--- config.mk ---
export PLATFORM = sky130hd
export DESIGN_NAME = twsw_post
export DESIGN_NICKNAME = d
export VERILOG_FILES = /design/src/rtl/twsw_pkg.sv /design/src/rtl/twsw_post.sv
export SDC_FILE = /design/constraint.sdc
export NUM_CORES = 2
export LEC_CHECK = 0
export BUFFER_PORTS_ARGS = -buffer_cell sky130_fd_sc_hd__buf_2
export CORE_MARGIN = 10
export CORE_UTILIZATION = 32
export DETAILED_ROUTE_END_ITERATION = 6
export GPL_ROUTABILITY_DRIVEN = 0
export PLACE_DENSITY = 0.57
export SYNTH_ARGS = -nofsm -noshare
export SYNTH_HDL_FRONTEND = slang
export SYNTH_SLANG_ARGS = --single-unit
--- constraint.sdc ---
create_clock -name clk -period 8.05 [get_ports clk]
set_input_delay 1.61 -clock clk [delete_from_list [all_inputs] [get_ports clk]]
set_output_delay 1.61 -clock clk [all_outputs]
set_load 0.005 [all_outputs]
--- src/rtl/twsw_pkg.sv ---
package twsw_pkg;

  localparam int XW = 33;
  localparam int ZW = 35;
  localparam int MAX_STAGES = 24;

  localparam logic signed [ZW-1:0] PI_Q30         = 35'sd3373259426;
  localparam logic signed [ZW-1:0] QUARTER_PI_Q30 = 35'sd843314856;
  localparam logic signed [30:0]   INV_GAIN_Q30   = 31'sd652032874;
  localparam logic signed [23:0]   SPEED_MAX      = 24'sh7FFFFF;
  localparam logic signed [23:0]   SPEED_MIN      = -24'sh800000;

  typedef struct packed {
    logic signed [XW-1:0] x;
    logic signed [XW-1:0] y;
    logic signed [ZW-1:0] z;
    logic                 zero;
    logic                 spin;
    logic signed [23:0]   spin_speed;
  } cordic_word_t;

  function automatic logic [29:0] atan_q30(input logic [4:0] idx);
    logic [29:0] v;
    unique case (idx)
      5'd0:  v = 30'h3243F6A8;
      5'd1:  v = 30'h1DAC6705;
      5'd2:  v = 30'h0FADBAFC;
      5'd3:  v = 30'h07F56EA6;
      5'd4:  v = 30'h03FEAB76;
      5'd5:  v = 30'h01FFD55B;
      5'd6:  v = 30'h00FFFAAA;
      5'd7:  v = 30'h007FFF55;
      5'd8:  v = 30'h003FFFEA;
      5'd9:  v = 30'h001FFFFD;
      5'd10: v = 30'h000FFFFF;
      5'd11: v = 30'h0007FFFF;
      5'd12: v = 30'h0003FFFF;
      5'd13: v = 30'h0001FFFF;
      5'd14: v = 30'h0000FFFF;
      5'd15: v = 30'h00007FFF;
      5'd16: v = 30'h00003FFF;
      5'd17: v = 30'h00001FFF;
      5'd18: v = 30'h00000FFF;
      5'd19: v = 30'h000007FF;
      5'd20: v = 30'h000003FF;
      5'd21: v = 30'h000001FF;
      5'd22: v = 30'h000000FF;
      5'd23: v = 30'h0000007F;
      default: v = 30'h0;
    endcase
    return v;
  endfunction

endpackage

--- src/rtl/twsw_post.sv ---
module twsw_post (
  input  logic                    clk,
  input  logic                    rst_n,
  input  logic                    up_valid,
  output logic                    up_ready,
  input  twsw_pkg::cordic_word_t  up_data,
  input  logic [15:0]             inv_radius,
  output logic                    dn_valid,
  input  logic                    dn_ready,
  output logic signed [15:0]      steer_plus,
  output logic signed [15:0]      steer_minus,
  output logic signed [23:0]      speed_left,
  output logic signed [23:0]      speed_right,
  output logic                    spin_mode
);

  // stage a: gain product, steering
  logic               va_r;
  logic signed [63:0] prod_g_r;
  logic signed [15:0] sp_a_r, sm_a_r;
  logic               zero_a_r, spin_a_r;
  logic signed [23:0] ss_a_r;
  // stage b: speed product
  logic               vb_r;
  logic signed [49:0] prod_s_r;
  logic signed [15:0] sp_b_r, sm_b_r;
  logic               spin_b_r;
  logic signed [23:0] ss_b_r;
  // stage c: output register
  logic               vc_r;
  logic signed [15:0] sp_c_r, sm_c_r;
  logic signed [23:0] sl_c_r, sr_c_r;
  logic               spin_c_r;

  logic rdy_a, rdy_b, rdy_c;

  logic signed [35:0] zp, zm;
  logic signed [18:0] zpr, zmr;
  logic signed [15:0] sp_nxt, sm_nxt;
  logic signed [63:0] prod_g_nxt;
  logic signed [33:0] mag_full;
  logic signed [32:0] mag;
  logic signed [49:0] prod_s_nxt;
  logic signed [27:0] raw;
  logic signed [27:0] nraw;
  logic signed [23:0] sl_nxt, sr_nxt;

  function automatic logic signed [15:0] sat16(input logic signed [18:0] v);
    logic signed [15:0] o;
    if (v > 19'sd32767) o = 16'sh7FFF;
    else if (v < -19'sd32768) o = -16'sh8000;
    else o = v[15:0];
    return o;
  endfunction

  function automatic logic signed [23:0] sat24(input logic signed [27:0] v);
    logic signed [23:0] o;
    if (v > 28'(twsw_pkg::SPEED_MAX)) o = twsw_pkg::SPEED_MAX;
    else if (v < 28'(twsw_pkg::SPEED_MIN)) o = twsw_pkg::SPEED_MIN;
    else o = v[23:0];
    return o;
  endfunction

  always_comb begin
    zp = (up_data.zero ? 36'sd0 : 36'(up_data.z)) + 36'(twsw_pkg::QUARTER_PI_Q30);
    zm = (up_data.zero ? 36'sd0 : 36'(up_data.z)) - 36'(twsw_pkg::QUARTER_PI_Q30);
    zpr = 19'((zp + 36'sd65536) >>> 17);
    zmr = 19'((zm + 36'sd65536) >>> 17);
    sp_nxt = sat16(zpr);
    sm_nxt = sat16(zmr);
    prod_g_nxt = 64'(up_data.x) * 64'(twsw_pkg::INV_GAIN_Q30);
  end

  always_comb begin
    mag_full = 34'((prod_g_r + 64'sd536870912) >>> 30);
    mag = zero_a_r ? '0 : mag_full[32:0];
    prod_s_nxt = 50'(mag) * $signed({34'b0, inv_radius});
  end

  always_comb begin
    raw  = 28'((prod_s_r + 50'sd2097152) >>> 22);
    nraw = -raw;
    sr_nxt = sat24(raw);
    sl_nxt = sat24(nraw);
  end

  assign rdy_c    = !vc_r || dn_ready;
  assign rdy_b    = !vb_r || rdy_c;
  assign rdy_a    = !va_r || rdy_b;
  assign up_ready = rdy_a;

  always_ff @(posedge clk) begin
    if (!rst_n) begin
      va_r <= 1'b0;
      vb_r <= 1'b0;
      vc_r <= 1'b0;
    end else begin
      if (rdy_a) va_r <= up_valid;
      if (rdy_b) vb_r <= va_r;
      if (rdy_c) vc_r <= vb_r;
    end
  end

  always_ff @(posedge clk) begin
    if (rdy_a && up_valid) begin
      prod_g_r <= prod_g_nxt;
      sp_a_r   <= sp_nxt;
      sm_a_r   <= sm_nxt;
      zero_a_r <= up_data.zero;
      spin_a_r <= up_data.spin;
      ss_a_r   <= up_data.spin_speed;
    end
    if (rdy_b && va_r) begin
      prod_s_r <= prod_s_nxt;
      sp_b_r   <= sp_a_r;
      sm_b_r   <= sm_a_r;
      spin_b_r <= spin_a_r;
      ss_b_r   <= ss_a_r;
    end
    if (rdy_c && vb_r) begin
      spin_c_r <= spin_b_r;
      if (spin_b_r) begin
        sp_c_r <= '0;
        sm_c_r <= '0;
        sl_c_r <= ss_b_r;
        sr_c_r <= ss_b_r;
      end else begin
        sp_c_r <= sp_b_r;
        sm_c_r <= sm_b_r;
        sl_c_r <= sl_nxt;
        sr_c_r <= sr_nxt;
      end
    end
  end

  assign dn_valid    = vc_r;
  assign steer_plus  = sp_c_r;
  assign steer_minus = sm_c_r;
  assign speed_left  = sl_c_r;
  assign speed_right = sr_c_r;
  assign spin_mode   = spin_c_r;

endmodule

==> metrics.md <==
| Metric | Value |
|---|---|
| Run status | `finished clean` |
| Area occupied by multi-input gates | `35,800 um^2` |
| Final ANT Viol Nets | `0` |
| Initial Utilization | `32.10%` |
| Via density | `4.539` |
| Worst Max-Slew Pin Slew | `1199 ps` |
| Avg Inst Size Synth | `10.26 um^2` |
| Max Fclk | `126.3 MHz` |
| Iter 0 DRT Violations | `1,632` |
| Largest net degree at the start of global routing | `68` |
| Clock Path Buffers | `3` |
| Num CTS Buffers | `30` |
| Die Area | `165,800 um^2` |
| Core area | `149,400 um^2` |
| Worst skew pair latency | `570 ps` |
| Most used cell along the critical path | `fa_1` |
| Ys flop type | `edfxtp_1` |
| Rel. slew slack | `19.55%` |
| Post-synth EDFFs | `259` |
| Syn Inst Count | `4,673` |
| YS warnings | `0` |
| Routed wire length | `124.9 mm` |
| Layout area overhead | `18.10%` |
| Crit path required time | `8360 ps` |
| R2r setup slk | `330 ps` |
| Maxcap violations | `0` |
| Core Rows | `142` |
| Final Skew | `14.90 ps` |
| Final period util | `98.34%` |
| Crit path arrival time | `8220 ps` |
| Yosys cell types | `88` |
| Crit end category | `flop` |
| Fin util | `37.91%` |
| Initial antenna violation count | `6` |
| CTS tree | `yes` |
| Post-synthesis sequential area ratio | `16.34%` |
| Grt ovf | `0` |
| Routed len/inst | `17.06 um` |
| CP max FO | `4` |
| Max incr delay on CP | `710 ps` |
| Fillers | `14.89k` |
| CP Buf/Inv Count | `9` |
| Storage cell area | `7838 um^2` |
| Fin crit period | `7916 ps` |
| Fin. max-slew vios | `0` |
| Die X | `407.1 um` |
| Nets | `6,856` |
| Min-Delay Path Class | `reg -> reg` |
| Cell family with the largest share of critical-path delay | `adder cells` |
| CP Class | `in -> reg` |
| Async set-reset flop share out of synthesis | `0%` |
| Hold Violations, Final | `0` |
| Detailed-placement wirelength estimate | `108.0 mm` |
| Total number of vias | `33.24k` |
| DRC Markers | `0` |
| Share of layout cells above drive strength 1 | `17.75%` |
| Pre-antenna DRT Iters | `5` |
| Num ports | `230` |
| Vias in the first global route | `37.29k` |
| CP Launch Type | `input port` |
| IO buf count | `193` |
| Syn_nets | `6,242` |
| Clock transition at path regs | `60 ps` |
| Synthesized cell area | `47,960 um^2` |
| Clock Sinks | `262` |
| CTS H-Tree Depth | `1` |
| First-pass GRT wire length | `202.5 mm` |
| Die height | `407.1 um` |
| CTS Root Cell | `clkbuf_16` |
| CP max stage cell | `fa_2` |
| GRT Util Overall | `15.05%` |
| Final setup vio count | `0` |
| RSZ-0062 raised after global routing | `true` |
| Flops & latches, synth | `262` |
[registers in the layout, indices dropped and copies added, names as in the netlist]
register	cells
va_r	1
sm_a_r	16
sp_b_r	16
spin_a_r	1
prod_s_r	29
dn_valid	1
spin_b_r	1
prod_g_r	34
zero_a_r	1
spin_mode	1
steer_minus	16
sm_b_r	16
speed_left	24
vb_r	1
sp_a_r	16
steer_plus	16
ss_a_r	24
ss_b_r	24
speed_right	24
[synth_stat cells, drive strengths merged, types with 9 or more instances]
master  number  area [um^2]
a21boi       9        67.56
buf         22        146.4
nor2b       77        481.7
or3         11        73.82
fa        1010        20220
and3        19        118.9
and2       219         1370
a21oi      136        755.7
mux2i        9        90.09
nand2b      22        137.6
a211oi      14        105.1
nand3       60        325.3
o211ai      10        75.07
xnor2      104        918.4
xor2        64        560.5
a31oi       19        118.9
o21bai      11        82.58
nor4        12        87.58
o31ai       13        125.1
o21a        16        121.4
o21ai       80        415.4
nor3        33        180.2
nor2       138        518.0
clkbuf     121        454.2
nand2      427         1605
edfxtp     259         7777
ha         412         5155
a21o        54        405.4
nand4       34        242.7
inv       1165         4373
[stage by stage]
step	setup WS [ps]	area, um^2	setup TNS, ps	instances	hold slack, ps
after floorplan	1.615	47990	0	4673	400.3
after global placement	-1007	54960	-20870	7259	400.2
after detailed placement	-1085	54960	-24060	7259	404.5
after CTS	1.495	55970	0	7310	413.4
after global routing	-35.61	56650	-138.8	7324	424.3
final	133.5	56650	0	7324	417.7
[cells by family (layout without fill, tap and decap cells)]
kind of cell	count (synthesis)	count (layout)	synth area share, %
muxes	13	13	0.2896
and+or+nand+nor	1085	1085	11.26
other	0	2	0
buffers and inverters	1309	1942	10.38
DFF	262	262	16.34
AOI/OAI and AO/OA	414	414	5.739
xor gates and xnor gates	168	168	3.084
adders and majority gates	1422	1422	52.90
[final timing paths]
check | from | to | cells after the start
worst max-delay path | up_data[110] | prod_g_r[49]$_DFFE_PP_ | 27
worst max register to register | prod_g_r[33]$_DFFE_PP_ | prod_s_r[49]$_DFFE_PP_ | 28
worst min-delay path | ss_a_r[3]$_DFFE_PP_ | ss_b_r[3]$_DFFE_PP_ | 0
worst min register to register | ss_a_r[3]$_DFFE_PP_ | ss_b_r[3]$_DFFE_PP_ | 0
[repair_timing]
| action | 4_1_cts | 5_1_grt |
|---|---|---|
| resized for setup | 22 | 122 |
| setup endpoints to repair | 25 | 35 |
| cloned | 0 | 1 |
| pin swaps | 5 | 80 |
| hold buffers | 0 | 0 |
| setup buffers | 0 | 11 |
[cells in the final DEF (no fill, tap or decap), types with 12 or more instances in the layout]
master     count
inv_1       1158
fa_1         982
buf_4        511
nand2_1      424
ha_1         387
edfxtp_1     259
and2_1       217
buf_2        188
nor2_1       128
xnor2_1      103
a21oi_1      103
nor2b_1       76
o21ai_0       69
xor2_1        64
a21o_1        54
nand3_1       52
nand4_1       32
a21oi_2       32
clkbuf_16     31
nor3_1        30
fa_2          28
nand2b_1      22
ha_4          21
and3_1        17
a31oi_1       17
o21a_1        15
buf_12        12
[layer usage]
| metal | share of wire [%] | wire, um | vias to the layer above | GRT usage, % |
|---|---|---|---|---|
| met2 | 48 | 60220 | 672 | 25.84 |
| met3 | 5.0 | 6239 | 140 | 2.378 |
| met4 | 1.7 | 2165 | 6 | 2.379 |
| met1 | 45 | 56280 | 16880 | 20.28 |
| li1 | - | - | 15540 | - |
| met5 | 0.033 | 41 | - | 0 |
[layout make-up]
cell class / instances / area share (%)
tap: 2016 / 4.453
inverter: 1166 / 7.733
timing repair buffer: 725 / 9.116
sequential: 262 / 13.84
antenna: 2 / 0.008835
clock buffer: 37 / 1.409
clock inverter: 14 / 0.2363
multi-input combinational: 3102 / 63.21
Power is left out: the tool's default activity adds up to more than one toggle a clock period on the data nets, which glitch-free logic cannot reach.
