File: src/rtl/twsw_pkg.sv
package twsw_pkg;

  localparam int XW = 33;
  localparam int ZW = 35;
  localparam int MAX_STAGES = 24;

  localparam logic signed [ZW-1:0] PI_Q30         = 35'sd3373259426;
  localparam logic signed [ZW-1:0] QUARTER_PI_Q30 = 35'sd843314856;
  localparam logic signed [30:0]   INV_GAIN_Q30   = 31'sd652032874;
  localparam logic signed [23:0]   SPEED_MAX      = 24'sh7FFFFF;
  localparam logic signed [23:0]   SPEED_MIN      = -24'sh800000;

  typedef struct packed {
    logic signed [XW-1:0] x;
    logic signed [XW-1:0] y;
    logic signed [ZW-1:0] z;
    logic                 zero;
    logic                 spin;
    logic signed [23:0]   spin_speed;
  } cordic_word_t;

  function automatic logic [29:0] atan_q30(input logic [4:0] idx);
    logic [29:0] v;
    unique case (idx)
      5'd0:  v = 30'h3243F6A8;
      5'd1:  v = 30'h1DAC6705;
      5'd2:  v = 30'h0FADBAFC;
      5'd3:  v = 30'h07F56EA6;
      5'd4:  v = 30'h03FEAB76;
      5'd5:  v = 30'h01FFD55B;
      5'd6:  v = 30'h00FFFAAA;
      5'd7:  v = 30'h007FFF55;
      5'd8:  v = 30'h003FFFEA;
      5'd9:  v = 30'h001FFFFD;
      5'd10: v = 30'h000FFFFF;
      5'd11: v = 30'h0007FFFF;
      5'd12: v = 30'h0003FFFF;
      5'd13: v = 30'h0001FFFF;
      5'd14: v = 30'h0000FFFF;
      5'd15: v = 30'h00007FFF;
      5'd16: v = 30'h00003FFF;
      5'd17: v = 30'h00001FFF;
      5'd18: v = 30'h00000FFF;
      5'd19: v = 30'h000007FF;
      5'd20: v = 30'h000003FF;
      5'd21: v = 30'h000001FF;
      5'd22: v = 30'h000000FF;
      5'd23: v = 30'h0000007F;
      default: v = 30'h0;
    endcase
    return v;
  endfunction

endpackage

File: src/rtl/twsw_front.sv
module twsw_front (
  input  logic                    clk,
  input  logic                    rst_n,
  input  logic                    up_valid,
  output logic                    up_ready,
  input  logic signed [15:0]      linear_x,
  input  logic signed [15:0]      linear_y,
  input  logic signed [15:0]      angular_z,
  input  logic [15:0]             inv_radius,
  output logic                    dn_valid,
  input  logic                    dn_ready,
  output twsw_pkg::cordic_word_t  dn_data
);

  logic                   v_r;
  twsw_pkg::cordic_word_t d_r;
  twsw_pkg::cordic_word_t d_nxt;

  logic signed [32:0] x0;
  logic signed [32:0] y0;
  logic signed [32:0] wp;
  logic signed [32:0] wr;

  always_comb begin
    x0 = {{3{linear_x[15]}}, linear_x, 14'b0};
    y0 = {{3{linear_y[15]}}, linear_y, 14'b0};
    wp = 33'(angular_z) * $signed({17'b0, inv_radius});
    wr = (wp + 33'sd128) >>> 8;
    d_nxt.zero = (linear_x == 16'sd0) && (linear_y == 16'sd0);
    d_nxt.spin = (angular_z != 16'sd0);
    if (x0[32]) begin
      d_nxt.x = -x0;
      d_nxt.y = -y0;
      d_nxt.z = y0[32] ? -twsw_pkg::PI_Q30 : twsw_pkg::PI_Q30;
    end else begin
      d_nxt.x = x0;
      d_nxt.y = y0;
      d_nxt.z = '0;
    end
    if (wr > 33'(twsw_pkg::SPEED_MAX)) d_nxt.spin_speed = twsw_pkg::SPEED_MAX;
    else if (wr < 33'(twsw_pkg::SPEED_MIN)) d_nxt.spin_speed = twsw_pkg::SPEED_MIN;
    else d_nxt.spin_speed = wr[23:0];
  end

  assign up_ready = !v_r || dn_ready;
  assign dn_valid = v_r;
  assign dn_data  = d_r;

  always_ff @(posedge clk) begin
    if (!rst_n) begin
      v_r <= 1'b0;
    end else if (up_ready) begin
      v_r <= up_valid;
    end
  end

  always_ff @(posedge clk) begin
    if (up_ready && up_valid) begin
      d_r <= d_nxt;
    end
  end

endmodule

File: config.mk
export PLATFORM = sky130hd
export DESIGN_NAME = twsw_front
export DESIGN_NICKNAME = d
export VERILOG_FILES = /design/src/rtl/twsw_pkg.sv /design/src/rtl/twsw_front.sv
export SDC_FILE = /design/constraint.sdc
export NUM_CORES = 1
export LEC_CHECK = 0
export BUFFER_PORTS_ARGS = -buffer_cell sky130_fd_sc_hd__clkbuf_2
export CORE_UTILIZATION = 50
export CTS_CLUSTER_DIAMETER = 60
export DETAILED_ROUTE_END_ITERATION = 7
export PLACE_DENSITY = 0.75
export SLEW_MARGIN = 0
export SYNTH_ARGS = -nofsm -noshare
export SYNTH_HDL_FRONTEND = slang
export SYNTH_SLANG_ARGS = --single-unit
File: constraint.sdc
create_clock -name clk -period 7.85 [get_ports clk]
set_input_delay 1.57 -clock clk [delete_from_list [all_inputs] [get_ports clk]]
set_output_delay 1.57 -clock clk [all_outputs]
set_load 0.01 [all_outputs]
==> results of run 1 <==
[registers in the layout, indices dropped and copies added, names as in the netlist]
register and cells:
dn_data 67, dn_valid 1
[per-layer routing]
layer / wire length, um / up-vias / global-route usage, %
met4: 731 / 0 / 7.08
met5: 0 / - / 0
met3: 1300 / 51 / 2.89
li1: - / 4263 / -
met2: 14100 / 291 / 38.9
met1: 10700 / 4530 / 27.5
[through the flow]
step	cell area, um^2	hold WS, ps	utilization (%)
6_report	13600	538	55.8
5_1_grt	13600	564	55.8
4_1_cts	13600	538	55.8
3_5_place_dp	13300	530	54.7
3_3_place_gp	13300	506	54.7
2_1_floorplan	12500	610	-
[how the worst max path moves through the flow]
| stage | cells after the start | from | slack (ps) | endpoint |
|---|---|---|---|---|
| 2_1_floorplan | 25 | angular_z[9] | 260 | dn_data[12] |
| 3_3_place_gp | 22 | inv_radius[6] | 110 | dn_data[21] |
| 3_5_place_dp | 22 | inv_radius[5] | 4 | dn_data[21] |
| 4_1_cts | 22 | inv_radius[5] | 320 | dn_data[21] |
| 5_1_grt | 20 | inv_radius[5] | 50 | dn_data[20] |
| 6_report | 20 | inv_radius[5] | 360 | dn_data[20] |
[timing repair]
action | CTS | global route
hold endpoints to repair | 0 | 0
endpoints found under the setup margin | 0 | 2
gates resized for setup | 0 | 1
[worst register-to-register path, stage by stage, from the launching register on]
cell and delay (ps):
dfxtp_1 310, nand2b_1 100, and2_2 140, buf_4 640
[kinds of logic after synthesis]
| kind of cell | Yosys count | synth area share, % |
|---|---|---|
| DFF | 68 | 16.4 |
| and+or+nand+nor | 375 | 15.0 |
| other | 1 | 0.0303 |
| xor gates and xnor gates | 51 | 3.60 |
| buffers and inverters | 360 | 13.1 |
| AOI/OAI and AO/OA | 138 | 8.50 |
| adders and majority gates | 313 | 43.4 |
[cell usage after synthesis, drive strengths merged (2+ instances only)]
| master | n |
|---|---|
| inv | 252 |
| fa | 194 |
| nand2 | 169 |
| ha | 119 |
| and2 | 113 |
| buf | 70 |
| edfxtp | 67 |
| xnor2 | 40 |
| clkbuf | 38 |
| a21oi | 31 |
| nor2 | 30 |
| o21ai | 30 |
| a211oi | 21 |
| nand3 | 13 |
| nand2b | 12 |
| o31ai | 12 |
| a21o | 11 |
| xor2 | 11 |
| nand4 | 8 |
| nor4 | 8 |
| nor3 | 7 |
| o21a | 6 |
| o41ai | 4 |
| a211o | 3 |
| a21boi | 3 |
| and3 | 3 |
| o211ai | 3 |
| o21bai | 3 |
| a31o | 2 |
| a41oi | 2 |
| and4 | 2 |
| o2111ai | 2 |
| or2 | 2 |
| or3 | 2 |
| or4 | 2 |
[cell type report]
| cell class | instances | share of cell area [%] |
|---|---|---|
| Clock buffer | 9 | 1.66 |
| Clock inverter | 7 | 0.378 |
| Inverter | 252 | 6.97 |
| Multi-Input combinational cell | 909 | 65.3 |
| Sequential cell | 68 | 15.0 |
| Tap cell | 324 | 2.99 |
| Timing Repair Buffer | 191 | 7.76 |
==> results.md, run 1 <==
- DIE HEIGHT: 159 um
- Relative slew slack: 43.9%
- Seq cells post-synth: 68
- Worst path most repeated cell: fa_1
- CP Launch Type: primary input
- Endpoints failing setup: 0
- Clk_lat worst skew: 320 ps
- Max-slew violation count: 0
- Synth cell types: 61
- Post-CTS Setup Repair Bufs: 0
- MaxCap Viol Count: 0
- Count of non-filler cells in the finished layout: 1760
- All-Layer GR Usage: 21.9%
- Final min period: 7490 ps
- Layout Nets: 1812
- Global-route wire length before repair: 44.5 mm
- CTS Buf Count: 9
- Synth Flop Type: edfxtp_1
- Multi-input gate area: 0.00886 mm^2
- Clock sink total: 68
- Maximum clock frequency: 134 MHz
- Share of layout cells above drive strength 1: 17.5%
- Worst Hold Launch: dn_valid
- DR pass1 iterations: 5
- Hold path cells: 2
- Sequential Area: 0.00203 mm^2
- Setup TNS: 0 ps
- I/O pin total: 197
- R2r endpoint: dn_data[59]
- CP top delay family: adder cells
- Sequential share of the synthesized area: 16.4%
- Synth top area cells: fa_1 31%, edfxtp_1 16%, ha_1 12%
- Crit Path Max Fanout: 16
- Total grt overflow: 0
- Final period util: 95.4%
- Antenna violations before repair: 0
- Number of synthesized flops with an enable pin: 67
- Most common cell after layout, fill and taps aside: inv_1
- Slowest cell delay on critical path: 540 ps
- Chip width: 159 um
- RSZ-0062 raised after global routing: false
- Commonest non-fill, non-tap cells in the layout: 251 x inv_1, 194 x fa_1, 168 x nand2_1
- CP Capture Type: flop
- Synth Warn #: 0
- Cells after DPL: 1744
- Clock Skew: 4.05 ps
- Worst path slowest cell: fa_1
- Post-route ant nets: 0
- Core Box Area: 0.0243 mm^2
- CTS root buf: clkbuf_16
- Outcome: finished clean
- Initial Utilization: 50.9%
- Via density: 5.19
- Arrival @ worst endpoint: 7640 ps
- Worst hold-check path type: reg2reg
- Fraction of registers with async set or reset after synthesis: 0%
- Reg clk slew, reported paths: 60 ps
- Cells along the critical path: clkbuf_2 > and2_1 > fa_1 > fa_1 > fa_1 > fa_1 > fa_1 > inv_1 > fa_1 > inv_1 > ha_1 > a21oi_1 > o21ai_0 > nor4b_1 > a211oi_1 > buf_4 > nor3_1 > o21ai_0 > xnor2_1 > a211oi_2
- IO buf count: 167
- CTS Hold Buffers Added: 0
- Reg2Reg Depth: 3
- Final Hold Vio Count: 0
- Global placement routability congestion: 0.898
- H-tree depth: 3
- Worst Slack Setup Final: 365 ps
- Fillers: 2131
- Routed len/inst: 15.2 um
- Die ar.: 0.0254 mm^2
- CP Buf/Inv Count: 4
- Mapped Cells: 1306
- Slew @ Worst Pin: 833 ps
- Critical Path RT: 8010 ps
- Residual DRC count: 0
- Mean Syn Cell Area: 9.49 um^2
- Yosys top cell area share: 31.3%
- Post-DP HPWL: 22.5 mm
- Post-place setup slack: 4.25 ps
- Synthesized cell area: 0.0124 mm^2
- CTS tree: yes
- Cell accounting for the most synthesized area: fa_1
- Routed wire length: 26.8 mm
- Core Rows: 57
- Worst R2R Start: dn_valid
- WS Path Type: in2reg
- Clock buffer depth: 2
- Ant diodes: 0
- Hold endpoint: dn_valid
- Vias in the first global route: 9192
- Vias: 9135
- Area growth syn-to-layout: 9.56%
- R2r setup slk: 6260 ps
- Largest net degree at the start of global routing: 68
- Starting DRC count in detailed routing: 480
Power of run 1 is not shown: default switching activity piles up to over one toggle a cycle in this logic, so the estimate is an artifact.
==> run 2, diff against run 1 <==
==> constraint.sdc (replaced) <==
create_clock -name clk -period 7.85 [get_ports clk]
set_input_delay 0.3925 -clock clk [delete_from_list [all_inputs] [get_ports clk]]
set_output_delay 0.3925 -clock clk [all_outputs]
set_load 0.01 [all_outputs]
==> run 2 against run 1 <==
  * Sequential share of layout area rose by 0.20 points
  * Worst hold slack got worse by 250 ps
  * Global-route usage rose by 0.72 points
  * Via count rose by 0.63%
  * Sequential cell count did not move
  * Non-clock buffer count fell by 21
  * Maximum frequency rose by 13%
  * Count of clock-buffer cells in the layout rose by 1
  * Critical path depth rose by 1
  * Critical endpoint is now dn_data[21]
  * Highest routed layer unchanged
==> results.md, run 2 (synthesis gave the netlist of run 1 again) <==
- Initial Utilization: 50.9%
- Hold WS: 292 ps
- Post-route ant nets: 0
- Starting DRC count in detailed routing: 492
- Cells after DPL: 1723
- Worst path slowest cell: fa_1
- Global placement routability congestion: 0.896
- Clock sink total: 68
- WS Path Type: in2reg
- MaxCap Viol Count: 0
- Outcome: finished clean
- Layout Nets: 1791
- Clock buffer depth: 2
- Reg clk slew, reported paths: 60 ps
- Count of non-filler cells in the finished layout: 1739
- Slowest cell delay on critical path: 560 ps
- H-tree depth: 3
- Max-slew violation count: 0
- Core Rows: 57
- Maximum clock frequency: 151 MHz
- Antenna violations before repair: 0
- Die ar.: 0.0254 mm^2
- Most common cell after layout, fill and taps aside: inv_1
- Cells along the critical path: clkbuf_2 > and2_1 > fa_1 > inv_1 > fa_1 > fa_1 > fa_1 > inv_1 > fa_1 > inv_1 > fa_1 > inv_1 > ha_1 > nand4_1 > a211oi_1 > nor4b_1 > a211oi_1 > nor2_1 > o21ai_0 > xnor2_1 > o31ai_2
- Ant diodes: 0
- Post-DP HPWL: 22.2 mm
- Relative slew slack: 42.3%
- Clock Skew: 5.35 ps
- Area growth syn-to-layout: 8.09%
- Endpoints failing setup: 0
- Post-route cell area: 0.0134 mm^2
- Max reg flops: 67
- CTS Buf Count: 9
- DR pass1 iterations: 5
- Worst hold-check path type: in2reg
- Share of layout cells above drive strength 1: 16.1%
- Routed len/inst: 15.7 um
- Final min period: 6640 ps
- Critical Path RT: 7890 ps
- Vias: 9193
- Resize count post-CTS: 0
- Setup TNS: 0 ps
- Total grt overflow: 0
- All-Layer GR Usage: 22.6%
- Crit Path Max Fanout: 17
- Residual DRC count: 0
- Post-CTS Setup Repair Bufs: 0
- CP Capture Type: flop
- Core Box Area: 0.0243 mm^2
- Final Hold Vio Count: 0
- Chip width: 159 um
- Arrival @ worst endpoint: 6680 ps
- CP Launch Type: primary input
- Vias in the first global route: 9224
- DP Area: 0.0131 mm^2
- IO buf count: 167
- Final period util: 84.6%
- Routed wire length: 27.2 mm
- Clk_lat worst skew: 320 ps
- Largest net degree at the start of global routing: 64
- Slew @ Worst Pin: 856 ps
- Commonest non-fill, non-tap cells in the layout: 251 x inv_1, 194 x fa_1, 168 x nand2_1
- CTS tree: yes
- I/O pin total: 197
- CTS root buf: clkbuf_16
- CTS Hold Buffers Added: 0
- DIE HEIGHT: 159 um
- RSZ-0062 raised after global routing: false
- Via density: 5.29
- Global-route wire length before repair: 45.8 mm
- Worst path most repeated cell: fa_1
run 2: final timing paths:
check	depth (start not counted)	to	slack [ps]	from
worst max-delay path	21	dn_data[21]	1210	angular_z[5]
worst min-delay path	1	dn_data[75]	290	linear_y[0]
worst max register to register	3	dn_data[27]	6140	dn_valid
worst min register to register	2	dn_valid	530	dn_valid
run 2: cell type report:
class | count | area, um^2
fillers | 2194 | 10900
clock inverters | 6 | 65.1
repair buffers | 170 | 858
clock buffers | 10 | 229
well taps | 324 | 405
inverters | 252 | 946
flip-flops and latches | 68 | 2030
multi-input cells | 909 | 8860
run 2: through the flow:
step	worst slack (ps)	utilization, %
6_report	1210	55.1
5_1_grt	901	55.1
4_1_cts	1260	55.1
3_5_place_dp	898	53.9
3_3_place_gp	1040	53.9
2_1_floorplan	1440	-
run 2: metal layers:
layer,up-vias,wire length (um),GRT usage [%],share of wire (%)
met2,303,14500,40.8,53
li1,4222,-,-,-
met1,4624,10800,28.1,40
met5,-,0,0,0
met3,44,1220,3.02,4.5
met4,0,742,6.82,2.7
run 2: critical path, delay by kind of cell:
kind / cells / cell delay [ps]
adder cells (fa/ha/maj): 7 / 3530
XOR/XNOR: 1 / 180
AO/OA/AOI/OAI: 4 / 1290
AND/OR/NAND/NOR: 4 / 760
buffers and inverters: 5 / 490
Power of run 2 is left out for the same reason.
