**config.mk**
```make
export PLATFORM = sky130hd
export DESIGN_NAME = twsw_cordic_cell
export DESIGN_NICKNAME = d
export VERILOG_FILES = /design/src/rtl/twsw_pkg.sv /design/src/rtl/twsw_cordic_cell.sv
export SDC_FILE = /design/constraint.sdc
export NUM_CORES = 1
export LEC_CHECK = 0
export BUFFER_PORTS_ARGS = -buffer_cell sky130_fd_sc_hd__buf_2
export CAP_MARGIN = 15
export CELL_PAD_IN_SITES_DETAIL_PLACEMENT = 1
export CELL_PAD_IN_SITES_GLOBAL_PLACEMENT = 2
export CORE_AREA = 2 2 216 218
export DETAILED_ROUTE_END_ITERATION = 12
export DIE_AREA = 0 0 218 220
export PLACE_DENSITY_LB_ADDON = 0.08
export SLEW_MARGIN = 0
export SYNTH_ARGS = -nofsm -noshare
export SYNTH_HDL_FRONTEND = slang
export SYNTH_SLANG_ARGS = --single-unit
```
**constraint.sdc**
```tcl
create_clock -name clk -period 8.7 [get_ports clk]
set_input_delay 0.87 -clock clk [delete_from_list [all_inputs] [get_ports clk]]
set_output_delay 0.87 -clock clk [all_outputs]
set_load 0.02 [all_outputs]
```
**src/rtl/twsw_pkg.sv**
```systemverilog
package twsw_pkg;

  localparam int XW = 33;
  localparam int ZW = 35;
  localparam int MAX_STAGES = 24;

  localparam logic signed [ZW-1:0] PI_Q30         = 35'sd3373259426;
  localparam logic signed [ZW-1:0] QUARTER_PI_Q30 = 35'sd843314856;
  localparam logic signed [30:0]   INV_GAIN_Q30   = 31'sd652032874;
  localparam logic signed [23:0]   SPEED_MAX      = 24'sh7FFFFF;
  localparam logic signed [23:0]   SPEED_MIN      = -24'sh800000;

  typedef struct packed {
    logic signed [XW-1:0] x;
    logic signed [XW-1:0] y;
    logic signed [ZW-1:0] z;
    logic                 zero;
    logic                 spin;
    logic signed [23:0]   spin_speed;
  } cordic_word_t;

  function automatic logic [29:0] atan_q30(input logic [4:0] idx);
    logic [29:0] v;
    unique case (idx)
      5'd0:  v = 30'h3243F6A8;
      5'd1:  v = 30'h1DAC6705;
      5'd2:  v = 30'h0FADBAFC;
      5'd3:  v = 30'h07F56EA6;
      5'd4:  v = 30'h03FEAB76;
      5'd5:  v = 30'h01FFD55B;
      5'd6:  v = 30'h00FFFAAA;
      5'd7:  v = 30'h007FFF55;
      5'd8:  v = 30'h003FFFEA;
      5'd9:  v = 30'h001FFFFD;
      5'd10: v = 30'h000FFFFF;
      5'd11: v = 30'h0007FFFF;
      5'd12: v = 30'h0003FFFF;
      5'd13: v = 30'h0001FFFF;
      5'd14: v = 30'h0000FFFF;
      5'd15: v = 30'h00007FFF;
      5'd16: v = 30'h00003FFF;
      5'd17: v = 30'h00001FFF;
      5'd18: v = 30'h00000FFF;
      5'd19: v = 30'h000007FF;
      5'd20: v = 30'h000003FF;
      5'd21: v = 30'h000001FF;
      5'd22: v = 30'h000000FF;
      5'd23: v = 30'h0000007F;
      default: v = 30'h0;
    endcase
    return v;
  endfunction

endpackage

```
**src/rtl/twsw_cordic_cell.sv**
```systemverilog
module twsw_cordic_cell #(
  parameter int STAGE = 0
) (
  input  logic                    clk,
  input  logic                    rst_n,
  input  logic                    up_valid,
  output logic                    up_ready,
  input  twsw_pkg::cordic_word_t  up_data,
  output logic                    dn_valid,
  input  logic                    dn_ready,
  output twsw_pkg::cordic_word_t  dn_data
);

  logic                   v_r;
  twsw_pkg::cordic_word_t d_r;
  twsw_pkg::cordic_word_t d_nxt;

  logic signed [twsw_pkg::XW-1:0] dx;
  logic signed [twsw_pkg::XW-1:0] dy;
  logic signed [twsw_pkg::ZW-1:0] da;

  always_comb begin
    dx = up_data.y >>> STAGE;
    dy = up_data.x >>> STAGE;
    da = $signed({{(twsw_pkg::ZW-30){1'b0}}, twsw_pkg::atan_q30(5'(STAGE))});
    d_nxt = up_data;
    if (!up_data.y[twsw_pkg::XW-1]) begin
      d_nxt.x = up_data.x + dx;
      d_nxt.y = up_data.y - dy;
      d_nxt.z = up_data.z + da;
    end else begin
      d_nxt.x = up_data.x - dx;
      d_nxt.y = up_data.y + dy;
      d_nxt.z = up_data.z - da;
    end
  end

  assign up_ready = !v_r || dn_ready;
  assign dn_valid = v_r;
  assign dn_data  = d_r;

  always_ff @(posedge clk) begin
    if (!rst_n) begin
      v_r <= 1'b0;
    end else if (up_ready) begin
      v_r <= up_valid;
    end
  end

  always_ff @(posedge clk) begin
    if (up_ready && up_valid) begin
      d_r <= d_nxt;
    end
  end

endmodule

```
==> results.sh, run 1 <==
export IMPL_num_vias=10300
export IMPL_power_density_nw_per_um2=178
export IMPL_worstReg2RegStart="dn_valid"
export IMPL_tritoncts_num_buffers=17
export IMPL_ctsLongestPathBuffers=2
export IMPL_postSynthCellCount=1261
export IMPL_critPathMaxStageDelay_ps=580
export IMPL_max_cap_check_violation_count=0
export IMPL_worst_ep_arrival_time_ps=4550
export IMPL_r2r_slack_ps=6750
export IMPL_cpMostUsedCell="buf_4"
export IMPL_synthTopCellsByCount="a21oi_1, ha_1, edfxtp_1"
export IMPL_ys_warnings_count=0
export IMPL_timing_max_slew_rel_slack_pct=33.9
export IMPL_hold_path_class="reg2reg"
export IMPL_worst_slack_ps=4370
export IMPL_slowest_stage="inv_2"
export IMPL_worst_r2r_path_depth=3
export IMPL_crit_path_start_kind="input port"
export IMPL_synthDominantCellAreaShare_pct=33.5
export IMPL_clkSinkCount=127
export IMPL_clk_pin_slew_ps=60
export IMPL_post_route_util_pct=30.1
export IMPL_postCtsResizedCells=0
export IMPL_synth_area_top_cells="edfxtp_1, ha_1, a21oi_1, xnor2_1, nor2_1"
export IMPL_floorplan_initialDensity_pct=24.6
export IMPL_number_of_antenna_violations_at_the_first_check_in_global_routing=0
export IMPL_synth_most_common_cell="a21oi_1"
export IMPL_largest_driver_fanout_on_the_critical_path=33
export IMPL_floorplan_rows=79
export IMPL_pre_cts_slack_ps=3870
export IMPL_yosys_area_top_type="edfxtp_1"
export IMPL_grt_max_degree=83
export IMPL_dpl_instance_area_sq_um=13200
export IMPL_htree_levels=4
export IMPL_gpl_final_weighted_congestion=0.820
export IMPL_holdCritStartpoint="dn_valid"
export IMPL_critPathTopFamily="compound AO/OA/AOI/OAI gates"
export IMPL_synth_yosys_seq_area_share_pct=33.7
export IMPL_global_route_usage_total_pct=18.1
export IMPL_worst_skew_pair_late_latency_ps=480
export IMPL_post_route_period_util_pct=49.8
export IMPL_detail_route_first_pass_iterations=5
export IMPL_postSynthRegisterBits=127
export IMPL_synth_async_reset_ratio_pct=0
export IMPL_route_antenna_remaining_nets=0
export IMPL_postSynth_topFlopCell="edfxtp_1"
export IMPL_timing_final_hold_violations=0
export IMPL_final_area_sq_um=13800
export IMPL_port_buffers=259
export IMPL_fp_dieArea_sq_um=48000
export IMPL_globalRoute_totalOverflow=0
export IMPL_io_pins=260
export IMPL_crit_path_cell_trace="buf_4 -> inv_2 -> buf_4 -> ha_1 -> a21oi_1 -> o21bai_1 -> a2111oi_0 -> nor3_1 -> a221o_1 -> a21oi_2 -> o31a_1 -> o21ai_1 -> xor2_1"
export IMPL_critPathRequiredTime_ps=8920
export IMPL_synthesized_area_per_cell_sq_um=8.94
export IMPL_cts_tree="built"
export IMPL_min_to="dn_valid"
export IMPL_grt_first_pass_wirelength_um=65000
export IMPL_irDropWorstVdd_mv=0.115
export IMPL_worstMarginPinSlew_ps=992
export IMPL_number_of_nets_in_the_layout=1767
export IMPL_synthToLayoutAreaGrowth_pct=22.5
export IMPL_period_minus_slack_ps=4330
export IMPL_route_final_wire_length_um=43300
export IMPL_setup_tns_ps=0
export IMPL_antenna_cells=0
export IMPL_worst_setup_path_type="in2reg"
export IMPL_fin_worst_hold_slack_ps=556
export IMPL_route_detailed_vias_per_inst=4.88
export IMPL_synth_distinct_cells=78
export IMPL_final_setup_violation_count=0
export IMPL_report_final_slew_viol_count=0
export IMPL_cts_setup_buffers=0
export IMPL_routedWlPerCell_um=20.5
export IMPL_synth_enable_flop_cells=126
export IMPL_synth_net_count=1531
export IMPL_critical_path_reg2reg_endpoint="dn_data[36]"
export IMPL_worst_hold_path_stage_count=2
export IMPL_drc_errors=0
export IMPL_rsz0062_at_grt="no"
export IMPL_grt_pass1_vias=10700
export IMPL_cp_end_kind="register"
export IMPL_status="finished, final reports clean"
export IMPL_post_route_cells_drive_above_1_share_pct=21.5
export IMPL_netlist_area_sq_um=11300
export IMPL_floorplan_die_height_um=220
export IMPL_worst_path_buf_inv=3
export IMPL_hold_buffers=0
export IMPL_core_area_sq_um=45900
export IMPL_maxClockFrequency_mhz=231
export IMPL_total_leakage_power_nw=5.98
export IMPL_clockRootBuffer="clkbuf_16"
export IMPL_die_w_um=218
export IMPL_hpwlAfterDp_um=34700
export IMPL_clock_skew_ps=12.1
export IMPL_fillers=5438
export IMPL_detailedRoute_firstIterationViolations=524
==> final cells by class <==
type	instances	area, sq um	share of cell area [%]
Multi-Input combinational cell	977	6850	49.6
Sequential cell	127	3800	27.5
Timing Repair Buffer	263	1330	9.62
Tap cell	607	759	5.50
Clock buffer	17	425	3.08
Inverter	111	417	3.02
Clock inverter	15	231	1.68
==> per-layer routing <==
layer	vias up	track usage (%)	wire length, um
met5	-	0	0
met4	0	6.53	995
li1	5036	-	-
met3	40	3.22	1820
met2	262	29.3	19800
met1	4993	24.1	20600
==> worst max path at each step <==
stage / startpoint / endpoint / cells after the start
global placement: up_data[93] / dn_data[58] / 13
global route: up_data[93] / dn_data[58] / 13
floorplan: dn_ready / dn_data[0] / 2
detailed placement: up_data[93] / dn_data[58] / 13
finish: up_data[93] / dn_data[58] / 13
CTS: up_data[93] / dn_data[58] / 13
==> layout by cell type, fill, tap and decap left out, types with 5 or more instances in the layout <==
cell type,n
a211oi_1,18
a21o_1,31
a21oi_1,145
a31oi_1,16
and2_1,5
and3_1,6
buf_2,258
buf_4,5
bufinv_16,5
clkbuf_16,17
edfxtp_1,126
ha_1,135
inv_1,106
mux2i_1,12
nand2_1,72
nand2b_1,13
nand3_1,19
nand4_1,11
nor2_1,123
nor2b_1,20
nor3_1,25
nor4_1,10
o211ai_1,14
o21a_1,17
o21ai_0,74
o21ai_1,8
o21bai_1,23
o221ai_1,5
xnor2_1,67
xor2_1,19
==> worst register-to-register path: cells and delay by family, from the launching register on <==
kind,cells,cell delay (ps)
simple gates,2,570
flops,1,320
buf+inv,1,670
==> where the power goes <==
part           switching [mW]  leakage, nW  internal (mW)
sequential             0.0220         1.23          0.776
combinational           0.539         4.43          0.283
clock                   0.319        0.321          0.512
total                   0.881         5.98           1.57
==> registers in the layout, summed over array words and instances, names as in the netlist <==
signal / count
dn_valid: 1
dn_data: 126
==> metrics by stage <==
| step | power [mW] | cells |
|---|---|---|
| 2_1_floorplan | 1.35 | 1261 |
| 3_3_place_gp | 1.64 | 2085 |
| 3_5_place_dp | 1.64 | 2085 |
| 4_1_cts | 2.50 | 2117 |
| 5_1_grt | 2.59 | 2117 |
| 6_report | 2.45 | 2117 |
==> cells by family after synthesis <==
group                    after synthesis  synth area share (%)
adder cells (fa/ha/maj)              139                  15.7
AO/OA/AOI/OAI                        417                  23.9
XOR/XNOR                              86                  6.68
multiplexers                          12                  1.07
buffers and inverters                157                  5.55
AND/OR/NAND/NOR                      323                  13.4
flip-flops                           127                  33.7
Power figures use the tool's default switching activity.
==> run 2, diff against run 1 <==
Clock period 8.7 ns to 3.58 ns, I/O delays scaled along.
==> run 2 against run 1 <==
Compared with the run above: sequential share of layout area is 0.75 points lower; setup slack worse by 4100 ps; highest routed layer unchanged; clock-buffer cell count stayed put; total power is 150% higher; non-clock buffer count is 51 higher; clock power is 140% higher.
==> results.sh, run 2 (synthesized netlist as in run 1, its figures left out) <==
export IMPL_routedWlPerCell_um=20.4
export IMPL_fin_worst_hold_slack_ps=54.2
export IMPL_crit_path_cell_trace="buf_2 -> ha_1 -> fa_1 -> nor2b_1 -> o211ai_1 -> nand4b_1 -> nand2_1 -> o21a_1 -> o21bai_1 -> nor4b_1 -> nor3_1 -> xor2_1"
export IMPL_final_cell_mix="buf_2, a21oi_1, ha_1"
export IMPL_largest_driver_fanout_on_the_critical_path=5
export IMPL_hold_path_class="in2reg"
export IMPL_period_minus_slack_ps=3260
export IMPL_report_final_slew_viol_count=0
export IMPL_p_sw_share_pct=36.4
export IMPL_hpwlAfterDp_um=36000
export IMPL_tritoncts_num_buffers=17
export IMPL_clockRootBuffer="clkbuf_16"
export IMPL_power_density_nw_per_um2=424
export IMPL_combinationalPowerShare_pct=34.8
export IMPL_critPathRequiredTime_ps=3800
export IMPL_clock_skew_ps=7.88
export IMPL_floorplan_rows=79
export IMPL_final_setup_violation_count=0
export IMPL_grt_pass1_vias=10700
export IMPL_route_detailed_vias_per_inst=4.83
export IMPL_critPathMaxStageDelay_ps=430
export IMPL_post_route_cells_drive_above_1_share_pct=24.0
export IMPL_route_final_wire_length_um=44300
export IMPL_number_of_nets_in_the_layout=1818
export IMPL_detail_route_first_pass_iterations=5
export IMPL_route_antenna_remaining_nets=0
export IMPL_globalRoute_totalOverflow=0
export IMPL_finish_cell_count_without_fillers=2168
export IMPL_fp_dieArea_sq_um=48000
export IMPL_core_area_sq_um=45900
export IMPL_flip_flop_count_of_the_largest_register_all_copies_and_words_added=126
export IMPL_crit_path_start_kind="input port"
export IMPL_post_route_util_pct=31.0
export IMPL_slowest_stage="fa_1"
export IMPL_number_of_antenna_violations_at_the_first_check_in_global_routing=0
export IMPL_cp_end_kind="register"
export IMPL_total_leakage_power_nw=6.23
export IMPL_grt_first_pass_wirelength_um=66300
export IMPL_timing_final_hold_violations=0
export IMPL_cts_tree="built"
export IMPL_post_route_period_util_pct=91.1
export IMPL_num_vias=10500
export IMPL_floorplan_initialDensity_pct=24.6
export IMPL_critPathTopFamily="simple AND/OR/NAND/NOR gates"
export IMPL_max_cap_check_violation_count=0
export IMPL_timing_max_slew_rel_slack_pct=45.7
export IMPL_port_buffers=259
export IMPL_gpl_final_weighted_congestion=0.820
export IMPL_htree_levels=4
export IMPL_worst_skew_pair_late_latency_ps=470
export IMPL_placed_cells_incl_taps=2136
export IMPL_drc_errors=0
export IMPL_worst_path_buf_inv=1
export IMPL_net_switching_power_mw=2.20
export IMPL_power_internal_mw=3.83
export IMPL_power_frac_seq_pct=32.2
export IMPL_irDropWorstVdd_mv=0.291
export IMPL_maxClockFrequency_mhz=307
export IMPL_floorplan_die_height_um=220
export IMPL_cts_setup_buffers=0
export IMPL_die_w_um=218
export IMPL_io_pins=260
export IMPL_grt_max_degree=71
export IMPL_clkSinkCount=127
export IMPL_mostFrequentLayoutCell="buf_2"
export IMPL_clk_network_pwr_share_pct=33.0
export IMPL_worstMarginPinSlew_ps=804
export IMPL_antenna_cells=0
export IMPL_worst_ep_arrival_time_ps=3480
export IMPL_clk_pin_slew_ps=70
export IMPL_status="finished, final reports clean"
export IMPL_detailedRoute_firstIterationViolations=515
export IMPL_global_route_usage_total_pct=18.5
export IMPL_postCtsResizedCells=0
export IMPL_synthToLayoutAreaGrowth_pct=25.9
export IMPL_rsz0062_at_grt="no"
export IMPL_hold_buffers=0
export IMPL_ctsLongestPathBuffers=2
export IMPL_worst_setup_path_type="in2reg"
run 2: cell count changes in the layout (fill, tap and decap cells not counted):
cell,before,now
inv_8,1,3
inv_6,4,5
clkinv_4,2,3
buf_12,0,1
bufinv_16,5,4
clkinv_2,2,0
buf_4,5,55
clkinvlp_4,1,0
run 2: metrics by stage:
step	area [sq um]	worst slack (ps)	power (mW)	TNS (ps)
2_1_floorplan	11300	47.2	3.27	0
4_1_cts	14200	399	6.13	0
3_3_place_gp	13600	-161	4.09	-460
6_report	14200	318	6.03	0
5_1_grt	14200	232	6.36	0
3_5_place_dp	13600	-134	4.08	-282
run 2: path summary, 6_finish.rpt:
path                            cells past startpoint  slack (ps)      endpoint         from
worst min register to register                      2         540      dn_valid     dn_valid
worst min-delay path                                1          50    dn_data[6]   up_data[6]
worst max register to register                      3        2000   dn_data[36]     dn_valid
worst max-delay path                               12         320  dn_data[124]  up_data[61]
run 2: area by class of cell:
type / count / area [sq um]
fillers: 5445 / 31700
multi-input cells: 977 / 6850
flip-flops and latches: 127 / 3800
repair buffers: 314 / 1720
well taps: 607 / 759
clock buffers: 17 / 425
inverters: 111 / 417
clock inverters: 15 / 224
run 2: power groups by stage:
stage | Clock (mW) | Sequential, mW | Combinational (mW)
floorplan | 0 | 2.19 | 1.09
global placement | 0 | 1.97 | 2.12
detailed placement | 0 | 1.97 | 2.11
CTS | 2.07 | 1.94 | 2.12
global route | 2.11 | 1.95 | 2.30
finish | 1.99 | 1.94 | 2.10
run 2: layer usage:
| layer | routed length [um] | share of wire (%) | track usage [%] |
|---|---|---|---|
| met1 | 21500 | 49 | 25.0 |
| met2 | 20400 | 46 | 30.0 |
| met4 | 742 | 1.7 | 5.17 |
| met5 | 0 | 0 | 0 |
| met3 | 1630 | 3.7 | 3.29 |
